**src/design/cdcsw_pkg.sv**
```systemverilog
`timescale 1ns / 1ps
// ----------------------------------------------------------------------------
// cdcsw_pkg
// field widths and calendar lookup tables for the date check block
// ----------------------------------------------------------------------------
package cdcsw_pkg;

   localparam int MONTH_W  = 4;
   localparam int DAY_W    = 5;
   localparam int YEAR_W   = 14;
   localparam int SERIAL_W = 22;
   localparam int WDAY_W   = 3;

   localparam logic [MONTH_W-1:0] MONTH_JAN = 4'd1;
   localparam logic [MONTH_W-1:0] MONTH_FEB = 4'd2;
   localparam logic [MONTH_W-1:0] MONTH_DEC = 4'd12;

   // reciprocal of 100 for years below 2^14: q = (y * 5243) >> 19
   localparam int DIV100_MUL   = 5243;
   localparam int DIV100_SHIFT = 19;
   localparam int DIV100_PW    = YEAR_W + 13;

   function automatic logic [2:0] month_code(input logic [MONTH_W-1:0] m);
      logic [2:0] c;
      unique case (m)
         4'd1:    c = 3'd0;
         4'd2:    c = 3'd3;
         4'd3:    c = 3'd3;
         4'd4:    c = 3'd6;
         4'd5:    c = 3'd1;
         4'd6:    c = 3'd4;
         4'd7:    c = 3'd6;
         4'd8:    c = 3'd2;
         4'd9:    c = 3'd5;
         4'd10:   c = 3'd0;
         4'd11:   c = 3'd3;
         4'd12:   c = 3'd5;
         default: c = 3'd0;
      endcase
      return c;
   endfunction

   function automatic logic [2:0] century_code(input logic [1:0] c);
      logic [2:0] v;
      unique case (c)
         2'd0:    v = 3'd6;
         2'd1:    v = 3'd4;
         2'd2:    v = 3'd2;
         default: v = 3'd0;
      endcase
      return v;
   endfunction

   function automatic logic [DAY_W-1:0] month_len(input logic [MONTH_W-1:0] m);
      logic [DAY_W-1:0] n;
      unique case (m)
         4'd2:    n = 5'd28;
         4'd4:    n = 5'd30;
         4'd6:    n = 5'd30;
         4'd9:    n = 5'd30;
         4'd11:   n = 5'd30;
         default: n = 5'd31;
      endcase
      return n;
   endfunction

   function automatic logic [8:0] days_before(input logic [MONTH_W-1:0] m);
      logic [8:0] n;
      unique case (m)
         4'd1:    n = 9'd0;
         4'd2:    n = 9'd31;
         4'd3:    n = 9'd59;
         4'd4:    n = 9'd90;
         4'd5:    n = 9'd120;
         4'd6:    n = 9'd151;
         4'd7:    n = 9'd181;
         4'd8:    n = 9'd212;
         4'd9:    n = 9'd243;
         4'd10:   n = 9'd273;
         4'd11:   n = 9'd304;
         4'd12:   n = 9'd334;
         default: n = 9'd0;
      endcase
      return n;
   endfunction

   // 8 is 1 mod 7, so fold octal digits twice and correct once
   function automatic logic [2:0] mod7(input logic [6:0] v);
      logic [4:0] s1;
      logic [3:0] s2;
      logic [3:0] s3;
      s1 = {1'b0, v[6:3]} + {2'b00, v[2:0]};
      s2 = {2'b00, s1[4:3]} + {1'b0, s1[2:0]};
      s3 = (s2 >= 4'd7) ? s2 - 4'd7 : s2;
      return s3[2:0];
   endfunction

endpackage

```
**src/design/calendar_date_check_serial_weekday.sv**
```systemverilog
`timescale 1ns / 1ps
// ----------------------------------------------------------------------------
// calendar_date_check_serial_weekday
// checks a gregorian date and returns its day serial and weekday
// ----------------------------------------------------------------------------
// channel  dir  ports                                   meaning
// req      in   req_valid req_stall req_month/day/year  one date
// rsp      out  rsp_valid rsp_stall rsp_valid_res
//                rsp_day_serial rsp_week_day            check, serial, weekday
//
// four register stages: divide by 100, leap and range check, multiply by
// 365 and weekday parts, final sums; one word a cycle while the output is not stalled
// reset clears the stage valid bits only
// a stalled stage holds, and empty stages ahead of it still fill
// ----------------------------------------------------------------------------
module calendar_date_check_serial_weekday
   import cdcsw_pkg::*;
(
   input  logic                clock,
   input  logic                reset,
   input  logic                req_valid,
   output logic                req_stall,
   input  logic [MONTH_W-1:0]  req_month,
   input  logic [DAY_W-1:0]    req_day,
   input  logic [YEAR_W-1:0]   req_year,
   output logic                rsp_valid,
   input  logic                rsp_stall,
   output logic                rsp_valid_res,
   output logic [SERIAL_W-1:0] rsp_day_serial,
   output logic [WDAY_W-1:0]   rsp_week_day
);

   logic en1, en2, en3, en4;

   // stage 1
   logic                v1_ff;
   logic [MONTH_W-1:0]  m1_ff;
   logic [DAY_W-1:0]    d1_ff;
   logic [YEAR_W-1:0]   y1_ff;
   logic [7:0]          q1_ff;
   logic [DIV100_PW-1:0] q_prod;
   logic [7:0]          q1_in;

   // stage 2
   logic                v2_ff;
   logic [MONTH_W-1:0]  m2_ff;
   logic [DAY_W-1:0]    d2_ff;
   logic [YEAR_W-1:0]   y2_ff;
   logic [6:0]          r2_ff;
   logic [1:0]          c2_ff;
   logic                leap2_ff;
   logic                ok2_ff;
   logic [12:0]         leaps2_ff;
   logic [YEAR_W-1:0]   hund;
   logic [YEAR_W-1:0]   r_full;
   logic [6:0]          r2_in;
   logic                leap2_in;
   logic                ok2_in;
   logic [DAY_W-1:0]    lim;
   logic [8:0]          c100;
   logic [8:0]          c100p3;
   logic [6:0]          c400;
   logic [YEAR_W:0]     yp3;
   logic [12:0]         c4;
   logic [12:0]         leaps2_in;

   // stage 3
   logic                v3_ff;
   logic                ok3_ff;
   logic [SERIAL_W-1:0] y365_ff;
   logic [12:0]         leaps3_ff;
   logic [8:0]          base3_ff;
   logic [2:0]          yc3_ff;
   logic [3:0]          mcc3_ff;
   logic [DAY_W-1:0]    d3_ff;
   logic                lyc3_ff;
   logic [YEAR_W+8:0]   y365_full;
   logic [8:0]          base3_in;
   logic [6:0]          ysum;
   logic [3:0]          mcc3_in;

   // stage 4
   logic                v4_ff;
   logic                ok4_ff;
   logic [SERIAL_W-1:0] serial4_ff;
   logic [WDAY_W-1:0]   wd4_ff;
   logic [SERIAL_W-1:0] serial4_in;
   logic [5:0]          wsum;
   logic [WDAY_W-1:0]   wd4_in;

   assign en4 = !v4_ff || !rsp_stall;
   assign en3 = !v3_ff || en4;
   assign en2 = !v2_ff || en3;
   assign en1 = !v1_ff || en2;
   assign req_stall = !en1;

   always_ff @(posedge clock) begin
      if (reset) begin
         v1_ff <= 1'b0;
         v2_ff <= 1'b0;
         v3_ff <= 1'b0;
         v4_ff <= 1'b0;
      end else begin
         if (en1) v1_ff <= req_valid;
         if (en2) v2_ff <= v1_ff;
         if (en3) v3_ff <= v2_ff;
         if (en4) v4_ff <= v3_ff;
      end
   end

   // stage 1: year / 100
   assign q_prod = DIV100_PW'(req_year) * DIV100_PW'(DIV100_MUL);
   assign q1_in  = q_prod[DIV100_SHIFT+7:DIV100_SHIFT];

   always_ff @(posedge clock) begin
      if (en1) begin
         m1_ff <= req_month;
         d1_ff <= req_day;
         y1_ff <= req_year;
         q1_ff <= q1_in;
      end
   end

   // stage 2: year % 100, leap, range check, leap days before the year
   assign hund     = YEAR_W'(q1_ff) * YEAR_W'(100);
   assign r_full   = y1_ff - hund;
   assign r2_in    = r_full[6:0];
   assign leap2_in = (y1_ff[1:0] == 2'b00) && ((r2_in != 7'd0) || (q1_ff[1:0] == 2'b00));
   assign lim      = (m1_ff == MONTH_FEB && leap2_in) ? 5'd29 : month_len(m1_ff);
   assign ok2_in   = (m1_ff >= MONTH_JAN) && (m1_ff <= MONTH_DEC) &&
                     (d1_ff != '0) && (d1_ff <= lim);
   assign c100     = {1'b0, q1_ff} + {8'd0, (r2_in != 7'd0)};
   assign c100p3   = c100 + 9'd3;
   assign c400     = c100p3[8:2];
   assign yp3      = {1'b0, y1_ff} + (YEAR_W+1)'(3);
   assign c4       = yp3[YEAR_W:2];
   assign leaps2_in = c4 - {4'd0, c100} + {6'd0, c400};

   always_ff @(posedge clock) begin
      if (en2) begin
         m2_ff     <= m1_ff;
         d2_ff     <= d1_ff;
         y2_ff     <= y1_ff;
         r2_ff     <= r2_in;
         c2_ff     <= q1_ff[1:0];
         leap2_ff  <= leap2_in;
         ok2_ff    <= ok2_in;
         leaps2_ff <= leaps2_in;
      end
   end

   // stage 3: days of whole years, days before month, weekday parts
   assign y365_full = (YEAR_W+9)'(y2_ff) * (YEAR_W+9)'(365);
   assign base3_in  = days_before(m2_ff) + {4'd0, d2_ff} +
                      {8'd0, (leap2_ff && m2_ff > MONTH_FEB)};
   assign ysum      = r2_ff + {2'b00, r2_ff[6:2]};
   assign mcc3_in   = {1'b0, month_code(m2_ff)} + {1'b0, century_code(c2_ff)};

   always_ff @(posedge clock) begin
      if (en3) begin
         ok3_ff    <= ok2_ff;
         y365_ff   <= y365_full[SERIAL_W-1:0];
         leaps3_ff <= leaps2_ff;
         base3_ff  <= base3_in;
         yc3_ff    <= mod7(ysum);
         mcc3_ff   <= mcc3_in;
         d3_ff     <= d2_ff;
         lyc3_ff   <= leap2_ff && (m2_ff <= MONTH_FEB);
      end
   end

   // stage 4: final sums, zero for a bad date
   assign serial4_in = y365_ff + SERIAL_W'(leaps3_ff) + SERIAL_W'(base3_ff);
   assign wsum       = {3'd0, yc3_ff} + {2'd0, mcc3_ff} + {1'b0, d3_ff} + 6'd6 -
                       {5'd0, lyc3_ff};
   assign wd4_in     = mod7({1'b0, wsum});

   always_ff @(posedge clock) begin
      if (en4) begin
         ok4_ff     <= ok3_ff;
         serial4_ff <= ok3_ff ? serial4_in : '0;
         wd4_ff     <= ok3_ff ? wd4_in : '0;
      end
   end

   assign rsp_valid      = v4_ff;
   assign rsp_valid_res  = ok4_ff;
   assign rsp_day_serial = serial4_ff;
   assign rsp_week_day   = wd4_ff;

endmodule

```
**config.mk**
```make
export PLATFORM = sky130hd
export DESIGN_NAME = calendar_date_check_serial_weekday
export DESIGN_NICKNAME = d
export VERILOG_FILES = /design/src/design/cdcsw_pkg.sv /design/src/design/calendar_date_check_serial_weekday.sv
export SDC_FILE = /design/constraint.sdc
export NUM_CORES = 1
export LEC_CHECK = 0
export BUFFER_PORTS_ARGS = -buffer_cell sky130_fd_sc_hd__buf_2
export CORE_MARGIN = 2
export CORE_UTILIZATION = 45
export CTS_BUF_LIST = sky130_fd_sc_hd__clkbuf_4 sky130_fd_sc_hd__clkbuf_8
export DETAILED_ROUTE_END_ITERATION = 10
export GPL_TIMING_DRIVEN = 0
export PLACE_DENSITY = 0.58
export SLEW_MARGIN = 10
export SYNTH_ARGS = -nofsm -noshare
export SYNTH_HDL_FRONTEND = slang
export SYNTH_SLANG_ARGS = --single-unit
export TNS_END_PERCENT = 5
```
**constraint.sdc**
```tcl
create_clock -name clock -period 6 [get_ports clock]
set_input_delay 0 -clock clock [delete_from_list [all_inputs] [get_ports clock]]
set_output_delay 0 -clock clock [all_outputs]
set_load 0.02 [all_outputs]
```
==> results.sh <==
export IMPL_cp_max_fo=5
export IMPL_arrival_ns=5.86
export IMPL_hold_viol=0
export IMPL_fill_cells=2975
export IMPL_hp_start="req_month[3]"
export IMPL_fmax_mhz=178
export IMPL_path_delay_family="adder cells"
export IMPL_vias=9325
export IMPL_status="finished clean"
export IMPL_crit_type="reg2reg"
export IMPL_nets=1840
export IMPL_crit_chain="ha_1 -> fa_1 -> inv_1 -> a21o_1 -> a21oi_1 -> xnor2_1 -> or3_1 -> ha_1 -> ha_1 -> xnor2_2 -> nor3_2 -> nand2b_1 -> fa_1 -> inv_1 -> ha_1 -> a21o_1 -> a21oi_1 -> o21ai_1 -> o211a_2 -> o31ai_2 -> o21ai_1 -> xnor2_1"
export IMPL_ys_types=65
export IMPL_start_kind="flip-flop"
export IMPL_io_pins=55
export IMPL_regArea_um2=5120
export IMPL_crit_path_top_delay_cell="fa_1"
export IMPL_setup_slack_ns=0.373
export IMPL_synth_edf_count=160
export IMPL_h_tree_depth=4
export IMPL_worst_path_most_repeated_cell="ha_1"
export IMPL_ys_ff_latch=176
export IMPL_final_util_pct=50.9
export IMPL_pre_cts_ws_ns=0.119
export IMPL_finClkSkew_ns=0.00903
export IMPL_max_cap_violations=0
export IMPL_drive_above_1_share_pct=7.73
export IMPL_antenna_left=0
export IMPL_synth_cells=1347
export IMPL_async_flop_share_pct=0
export IMPL_hold_slack_ns=0.225
export IMPL_numCtsBuffers=17
export IMPL_avgViaCountPerCell=4.90
export IMPL_yosysSeqAreaShare_pct=34.1
export IMPL_wire_per_inst_um=13.8
export IMPL_drc=0
export IMPL_io_buffers=54
export IMPL_wl_um=26300
export IMPL_maxSlewViolCount=0
export IMPL_fin_crit_sh_pct=93.8
export IMPL_grt_pass1_wl_um=46100
export IMPL_critPathMaxStageDelay_ns=0.57
export IMPL_hpwl_um=21900
export IMPL_cts_tree="done"
export IMPL_multi_input_area_um2=8880
export IMPL_cts_buffer_depth=2
export IMPL_die_area_um2=34900
export IMPL_grt_use_total_pct=16.2
export IMPL_die_width_um=187
export IMPL_clk_pin_slew_worst_paths_ns=0.10
export IMPL_holdCritPathClass="in2reg"
export IMPL_endpoint_kind="flip-flop"
export IMPL_tightest_slew_ns=1.07
export IMPL_grt_overflow=0
export IMPL_ctsRootBufferMaster="clkbuf_8"
export IMPL_area_growth_pct=10.6
export IMPL_slew_headroom_pct=28.8
export IMPL_r2r_start="q1_ff[0]"
export IMPL_setup_violations=0
export IMPL_cp_num_buf_inv=2
export IMPL_cts_sinks=176
export IMPL_cp_required_ns=6.23
export IMPL_initial_core_util_pct=46.0
export IMPL_fin_tns_setup_ns=0
export IMPL_grt_max_degree=52
export IMPL_insertion_delay_ns=0.48
export IMPL_min_period_ns=5.63
export IMPL_n_antenna_cell=0
export IMPL_syn_area_um2=15000
export IMPL_grt_pass1_vias=9886
export IMPL_synthFlopType="edfxtp_1"
export IMPL_synth_warnings=0
export IMPL_cp_startpoint="q1_ff[0]"
export IMPL_syn_num_nets=1738
export IMPL_core_area_um2=32700
export IMPL_drt_iter0_markers=332
export IMPL_die_h_um=187
export IMPL_rows=66
export IMPL_rsz0062_at_grt="false"
export IMPL_synth_avg_cell_area_um2=11.2
export IMPL_antenna_found_initial=0
export IMPL_drtPass1Iterations=5
export IMPL_gp_congestion=0.850
## kinds of logic after synthesis
family	Yosys count	share of synthesized area [%]
adder cells (fa/ha/maj)	364	37.1
multiplexers	14	1.05
XOR/XNOR	88	5.12
AO/OA/AOI/OAI	212	9.01
flip-flops	176	34.1
AND/OR/NAND/NOR	208	6.58
buffers and inverters	285	7.13
## worst paths after layout
kind	endpoint	depth (start not counted)	slack, ns
worst max-delay path	leaps2_ff[11]	22	0.37
worst min-delay path	m1_ff[3]	2	0.23
worst max register to register	leaps2_ff[11]	22	0.37
worst min register to register	leaps3_ff[5]	0	0.42
## cell usage after synthesis (all sizes together) (13+ instances only)
library cell,count,area share [%]
dfxtp,16,2.1
ha,228,19
nor2,69,1.7
edfxtp,160,32
xnor2,50,2.9
inv,279,7.0
a21o,25,1.2
nand3,25,0.83
nor3,13,0.43
o21ai,47,1.6
xor2,38,2.2
fa,136,18
a21oi,75,2.5
nand2,43,1.1
## sequential cells by signal (all words and copies together) (netlist names), 4 cells and up, named ones only
name	flops
y365_ff	22
y1_ff	14
m2_ff	4
d2_ff	5
mcc3_ff	4
y2_ff	14
base3_ff	9
d3_ff	5
q1_ff	8
leaps3_ff	13
leaps2_ff	13
d1_ff	5
r2_ff	5
m1_ff	4
rsp_day_serial	22
## final cells by class
type / count / share of cell area (%)
Multi-Input combinational cell: 886 / 53.4
Sequential cell: 176 / 30.8
Inverter: 279 / 6.30
Timing Repair Buffer: 83 / 3.49
Tap cell: 442 / 3.32
Clock buffer: 17 / 1.41
Clock inverter: 15 / 1.14
Buffer: 6 / 0.150
## metal layers
metal / global-route usage [%] / routed length [um] / part of all wire [%] / vias up
met5: 0 / 0 / 0 / -
met1: 19.9 / 11800 / 45 / 4454
met3: 2.10 / 533 / 2.0 / 15
met4: 3.94 / 250 / 0.95 / 0
li1: - / - / - / 4767
met2: 30.0 / 13700 / 52 / 89
## repair_timing
action / CTS / global route
hold buffers: 27 / 0
hold endpoints to repair: 27 / 0
resized for setup: 0 / 4
setup endpoints to repair: 0 / 5
buffers inserted: 0 / 0
## placed cells by master, fill, tap and decap left out, types with 17 or more instances in the layout
cell type | netlist | layout
a21oi_1 | 75 | 75
o21ai_0 | 23 | 23
nor2_1 | 69 | 69
xnor2_1 | 50 | 48
xor2_1 | 38 | 38
nand3_1 | 25 | 24
nand2_1 | 42 | 42
inv_1 | 276 | 275
clkbuf_8 | 0 | 17
ha_1 | 228 | 228
o21ai_1 | 24 | 24
fa_1 | 136 | 136
edfxtp_1 | 160 | 160
dlygate4sd3_1 | 0 | 27
buf_2 | 2 | 56
a21o_1 | 25 | 25
## stage by stage
| stage | cell area (um2) | std cells |
|---|---|---|
| floorplan | 15000 | 1347 |
| global placement | 15900 | 1843 |
| detailed placement | 15900 | 1845 |
| CTS | 16600 | 1904 |
| global route | 16600 | 1904 |
| finish | 16600 | 1904 |
Power is left out: the tool's default activity adds up to more than one toggle a clock period on the data nets, which glitch-free logic cannot reach.
